===== src/design/ffa_pkg.sv =====
// ----------------------------------------------------------------------------
// ffa_pkg: shared types and constants of the frame free-list allocator
// Field widths, command and status codes, config register indexes, and the
// command and status bundles between the controller and the datapath.
// ----------------------------------------------------------------------------
package ffa_pkg;

    localparam int FRAME_W  = 20;
    localparam int COUNT_W  = 11;
    localparam int STATUS_W = 3;
    localparam int CFG_IDX_W = 1;

    // Request commands
    localparam logic CMD_ALLOC = 1'b0;
    localparam logic CMD_FREE  = 1'b1;

    // Config register indexes
    localparam logic [CFG_IDX_W-1:0] CFG_FIRST_FRAME = 1'b0;
    localparam logic [CFG_IDX_W-1:0] CFG_FRAME_COUNT = 1'b1;

    // Result status codes
    localparam logic [STATUS_W-1:0] ST_ALLOC_OK      = 3'd0;
    localparam logic [STATUS_W-1:0] ST_EXHAUSTED     = 3'd1;
    localparam logic [STATUS_W-1:0] ST_FREED         = 3'd2;
    localparam logic [STATUS_W-1:0] ST_FREED_OUTSIDE = 3'd3;
    localparam logic [STATUS_W-1:0] ST_DROPPED       = 3'd4;

    // Controller to datapath
    typedef struct packed {
        logic accept;    // take the request at the port this cycle
        logic load_pop;  // load the popped stack entry into the result
    } t_ctrl_cmd;

    // Datapath to controller
    typedef struct packed {
        logic pop_pending;  // the request at the port will pop the stack
    } t_dp_stat;

endpackage


===== src/design/ffa_ctrl.sv =====
// ----------------------------------------------------------------------------
// ffa_ctrl: request sequencer of the frame free-list allocator
// Takes one request at a time, waits in S_POP for the stack read on a pop,
// and holds the result until the output transfer completes.
// ----------------------------------------------------------------------------
module ffa_ctrl (
    input  logic               i_clk,
    input  logic               i_rst_n,
    input  logic               i_in_valid,
    output logic               o_in_stall,
    output logic               o_out_valid,
    input  logic               i_out_stall,
    input  ffa_pkg::t_dp_stat  i_stat,
    output ffa_pkg::t_ctrl_cmd o_cmd
);

    typedef enum logic [2:0] {
        S_IDLE = 3'b001,
        S_POP  = 3'b010,
        S_RESP = 3'b100
    } t_state;

    t_state r_state;
    t_state n_state;

    // Next state
    always_comb begin
        n_state = r_state;
        unique case (r_state)
            S_IDLE: begin
                if (i_in_valid) begin
                    n_state = i_stat.pop_pending ? S_POP : S_RESP;
                end
            end
            S_POP: begin
                n_state = S_RESP;
            end
            S_RESP: begin
                if (!i_out_stall) begin
                    n_state = S_IDLE;
                end
            end
            default: begin
                n_state = S_IDLE;
            end
        endcase
    end

    // State register
    always_ff @(posedge i_clk) begin
        if (!i_rst_n) begin
            r_state <= S_IDLE;
        end else begin
            r_state <= n_state;
        end
    end

    // Handshake and datapath commands
    assign o_in_stall      = (r_state != S_IDLE);
    assign o_out_valid     = (r_state == S_RESP);
    assign o_cmd.accept    = (r_state == S_IDLE) && i_in_valid;
    assign o_cmd.load_pop  = (r_state == S_POP);

endmodule


===== config.mk =====
export PLATFORM = sky130hd
export DESIGN_NAME = ffa_ctrl
export DESIGN_NICKNAME = d
export VERILOG_FILES = /design/src/design/ffa_pkg.sv /design/src/design/ffa_ctrl.sv
export SDC_FILE = /design/constraint.sdc
export NUM_CORES = 1
export LEC_CHECK = 0
export ABC_AREA = 1
export BUFFER_PORTS_ARGS = -buffer_cell sky130_fd_sc_hd__clkbuf_2
export CAP_MARGIN = 20
export CORE_AREA = 2 2 39 41
export DETAILED_ROUTE_END_ITERATION = 10
export DIE_AREA = 0 0 41 43
export GPL_TIMING_DRIVEN = 0
export SYNTH_ARGS = -nofsm -noshare
export SYNTH_HDL_FRONTEND = slang
export SYNTH_SLANG_ARGS = --single-unit

===== constraint.sdc =====
create_clock -name i_clk -period 1 [get_ports i_clk]
set_input_delay 0.25 -clock i_clk [delete_from_list [all_inputs] [get_ports i_clk]]
set_output_delay 0.25 -clock i_clk [all_outputs]
set_load 0.005 [all_outputs]

## Word-level counts from Yosys, hierarchy flattened

Cells that the tools add are included.

- Register bits after elaboration: 3
- Bits in writable memories: 0
- Output and inout port bits: 4
- ROM bits: 0
- Input port bits: 5
- Word-level logic and storage cells: 13
- Memories: 0
- Latch bits: 0

- Bitwise operators: 0
- Magnitude comparators: 0
- Muxes and demuxes: 4
- Eq/ne operators: 6
- Reduce and logical (&&, ||, !) cells: 2
- $add $sub $neg: 0
- Multiply operators: 0
- Divide/modulo/power cells: 0
- Shifts and indexed selects: 0

Operator list:

| cell | number |
|---|---|
| $mux 3 | 3 |
| $pmux 3 s3 | 1 |
| $ne 2x2->1 const B | 2 |
| $eq 3x1->1 const B | 1 |
| $eq 3x2->1 const B | 1 |
| $eq 3x3->1 const B | 1 |
| $ne 3x1->1 const B | 1 |
| $reduce_and 2->1 | 1 |
| $logic_and 1x1->1 | 1 |

## Depth between registers and ports, before layout

- Word-level depth: 3
- Mapped depth: 5
- Gate-level depth less buffers: 5

## Worst setup path before layout

OpenSTA, ideal clock, no wires.

- Kind: register to output
- Start: register r_state[1]
- End: output port o_cmd[1] (netlist bit)
- Slack: 0.051 ns
- Arrival: 0.699 ns
- Path buffers: 0
- Cell stages (with the launch flop): 4
- Data required time: 0.750 ns
- Path through: dfxtp_1 -> nor2_2 -> nand2_1 -> nor2_1

RTL lines:

| element | RTL line | RTL |
|---|---|---|
| start: declaration | ffa_ctrl.sv:23 | `t_state r_state;` |
| start signal: assignment | ffa_ctrl.sv:54 | `r_state <= n_state;` |
| end: declaration | ffa_ctrl.sv:14 | `output ffa_pkg::t_ctrl_cmd o_cmd` |

## Worst setup path in the final report

- Start: register r_state[1]
- End: output port o_out_valid

- Word-level cells in the longest chain between the ends: 1

Ends and longest elaborated chain:

| element | RTL line | RTL |
|---|---|---|
| $eq 3x3->1 | ffa_ctrl.sv:60 | `assign o_out_valid = (r_state == S_RESP);` |
| end: declaration | ffa_ctrl.sv:11 | `output logic o_out_valid,` |

No other way between the ends.

==> results.sh <==
export IMPL_outcome="finished with violations"
export IMPL_violations="negative setup slack"
export IMPL_cap_violations=0
export IMPL_initial_core_util_pct=12.8
export IMPL_slew_viol_final=0
export IMPL_antenna_found_initial=0
export IMPL_cts_max_level=1
export IMPL_fin_area_sq_um=374
export IMPL_routedWlPerCell_microns=10.9
export IMPL_drc=0
export IMPL_finalHoldViolations=0
export IMPL_grt_ovfl_total=0
export IMPL_largest_register="r_state"
export IMPL_max_vdd_ir_drop_mv=0.264
export IMPL_drt_wl_total_microns=653
export IMPL_cp_slowest_cell="dfxtp_4"
export IMPL_fin_crit_ns=1.22
export IMPL_vias=235
export IMPL_cts_buffers_inserted=3
export IMPL_ant_nets=0
export IMPL_clk_pin_slew_ns=0.04
export IMPL_clock_fmax_mhz=819
export IMPL_syn_nets=28
export IMPL_power_density_nw_per_um2=1490
export IMPL_synth_cells=23
export IMPL_grt_pass1_wl_microns=814
export IMPL_worstSetupPathType="flip-flop to output port"
export IMPL_rows=14
export IMPL_insertion_delay_ns=0.24
export IMPL_clockRootBuffer="clkbuf_4"
export IMPL_firstDrtPassIters=4
export IMPL_coreArea_sq_um=1380
export IMPL_layout_setup_ws_ns=-0.221
export IMPL_largest_reg_flops=3
export IMPL_dpl_instance_area_sq_um=238
export IMPL_grt_max_degree=5
export IMPL_place_inst=47
export IMPL_critPathLaunchType="flip-flop"
export IMPL_yosysWarnings=0
export IMPL_die_x_microns=41
export IMPL_holdBufCountCts=0
export IMPL_gp_congestion=0.655
export IMPL_finClkSkew_ns=0.000182
export IMPL_synth_cell_types=11
export IMPL_dpl_hpwl_microns=290
export IMPL_final_cell_mix="9 x buf_4, 6 x clkbuf_2, 4 x inv_1, 4 x nand3_2, 3 x clkbuf_4"
export IMPL_io_pins=9
export IMPL_worst_pin_slew_ns=0.183
export IMPL_final_common_cell="buf_4"
export IMPL_synth_seq_area_share_pct=33.8
export IMPL_clock_path_buffers=2
export IMPL_cp_cell_sequence="buf_4, nor3_4, clkbuf_2"
export IMPL_syn_avg_cell_area_sq_um=7.72
export IMPL_power_leakage_nw=0.204
export IMPL_layoutNonFillerInstCount=60
export IMPL_hold_class="input pin to flip-flop"
export IMPL_clock_sinks=3
export IMPL_die_h_microns=43
export IMPL_fin_nets=50
export IMPL_critPathMaxFanout=3
export IMPL_grt_use_total_pct=7.52
export IMPL_rsz0062_at_grt="yes"
export IMPL_syn_area_sq_um=178
export IMPL_synth_seq_cells=3
export IMPL_vias_per_cell=3.92
export IMPL_tritoncts="built"
export IMPL_crit_path_end_kind="output port"
export IMPL_insertedDiodeCount=0
export IMPL_syn_to_final_growth_pct=111
export IMPL_die_area_sq_um=1760
export IMPL_cp_required_ns=0.75
export IMPL_slew_headroom_pct=87.7
export IMPL_port_buffers=8
export IMPL_drive_above_1_share_pct=79.5
export IMPL_post_route_period_util_pct=122
export IMPL_slowest_delay_ns=0.35
export IMPL_setup_violations_final=6
export IMPL_top_regs="r_state x3"
export IMPL_drtIter0Drc=6
export IMPL_critPathArrivalTime_ns=0.97
export IMPL_grt_pass1_vias=210
final timing paths:
check | from | endpoint | slack [ns] | cells after the start
worst max-delay path | r_state[1]$_SDFFE_PN0P_ | o_out_valid | -0.22 | 3
worst min-delay path | i_rst_n | r_state[0]$_SDFFE_PN1P_ | 0.22 | 2
worst max register to register | r_state[2]$_SDFFE_PN0P_ | r_state[2]$_SDFFE_PN0P_ | -0.11 | 8
worst min register to register | r_state[0]$_SDFFE_PN1P_ | r_state[1]$_SDFFE_PN0P_ | 0.63 | 3
report_power, final:
part | leakage (nW) | internal (W) | switching [W]
Sequential | 0.0259 | 0.000135 | 0.0000189
Combinational | 0.163 | 0.0000963 | 0.0000876
Clock | 0.0150 | 0.000150 | 0.0000702
Total | 0.204 | 0.000381 | 0.000177
metal layers:
metal	vias to the layer above	share of wire [%]	GRT usage, %
met3	0	4.0	1.57
met1	111	32	7.69
met2	10	64	10.3
met5	-	0	0
li1	114	-	-
met4	0	0	10.0
timing repair:
| item | in CTS | in global routing |
|---|---|---|
| pin swaps | 3 | 1 |
| setup endpoints to repair | 4 | 6 |
| gates resized for setup | 8 | 8 |
| setup buffers | 8 | 2 |
cell type report:
| type | instances | area, sq um |
|---|---|---|
| timing repair buffer | 17 | 114 |
| multi-input combinational | 14 | 123 |
| inverter | 6 | 22.5 |
| sequential | 3 | 68.8 |
| clock buffer | 4 | 26.3 |
| fill | 168 | 1010 |
| tap | 16 | 20.0 |
critical path, delay by kind of cell, from the launching register on:
kind | cells | cell delay, ns
buffers and inverters | 2 | 0.27
and+or+nand+nor | 1 | 0.11
DFF | 1 | 0.35
cells in the mapped netlist:
master,number,area [sq um]
nand2_1,3,11.3
nand3_1,4,20.0
nor2_2,1,6.26
inv_1,6,22.5
a21oi_2,1,8.76
nand3_2,1,10.0
nor2_1,1,3.75
dfxtp_1,3,60.1
nand2_2,1,6.26
nor4_2,1,12.5
nor3_4,1,16.3
kinds of logic after synthesis:
kind of cell / share of synthesized area, %
and+or+nand+nor: 48.6
buffers and inverters: 12.7
DFF: 33.8
AOI/OAI and AO/OA: 4.93
metrics by stage:
| step | power [W] | utilization, % | hold WS (ns) | setup TNS [ns] | worst slack [ns] |
|---|---|---|---|---|---|
| 2_1_floorplan | 0.000212 | - | 0.334 | 0 | 0.0511 |
| 3_5_place_dp | 0.000246 | 17.2 | 0.447 | -0.0745 | -0.0740 |
| 3_3_place_gp | 0.000245 | 17.2 | 0.454 | -0.0665 | -0.0665 |
| 6_report | 0.000558 | 27.0 | 0.215 | -0.849 | -0.221 |
| 4_1_cts | 0.000537 | 24.6 | 0.201 | -1.09 | -0.230 |
| 5_1_grt | 0.000596 | 27.0 | 0.207 | -1.15 | -0.264 |
Note: power is estimated with default switching activity, not from simulation.
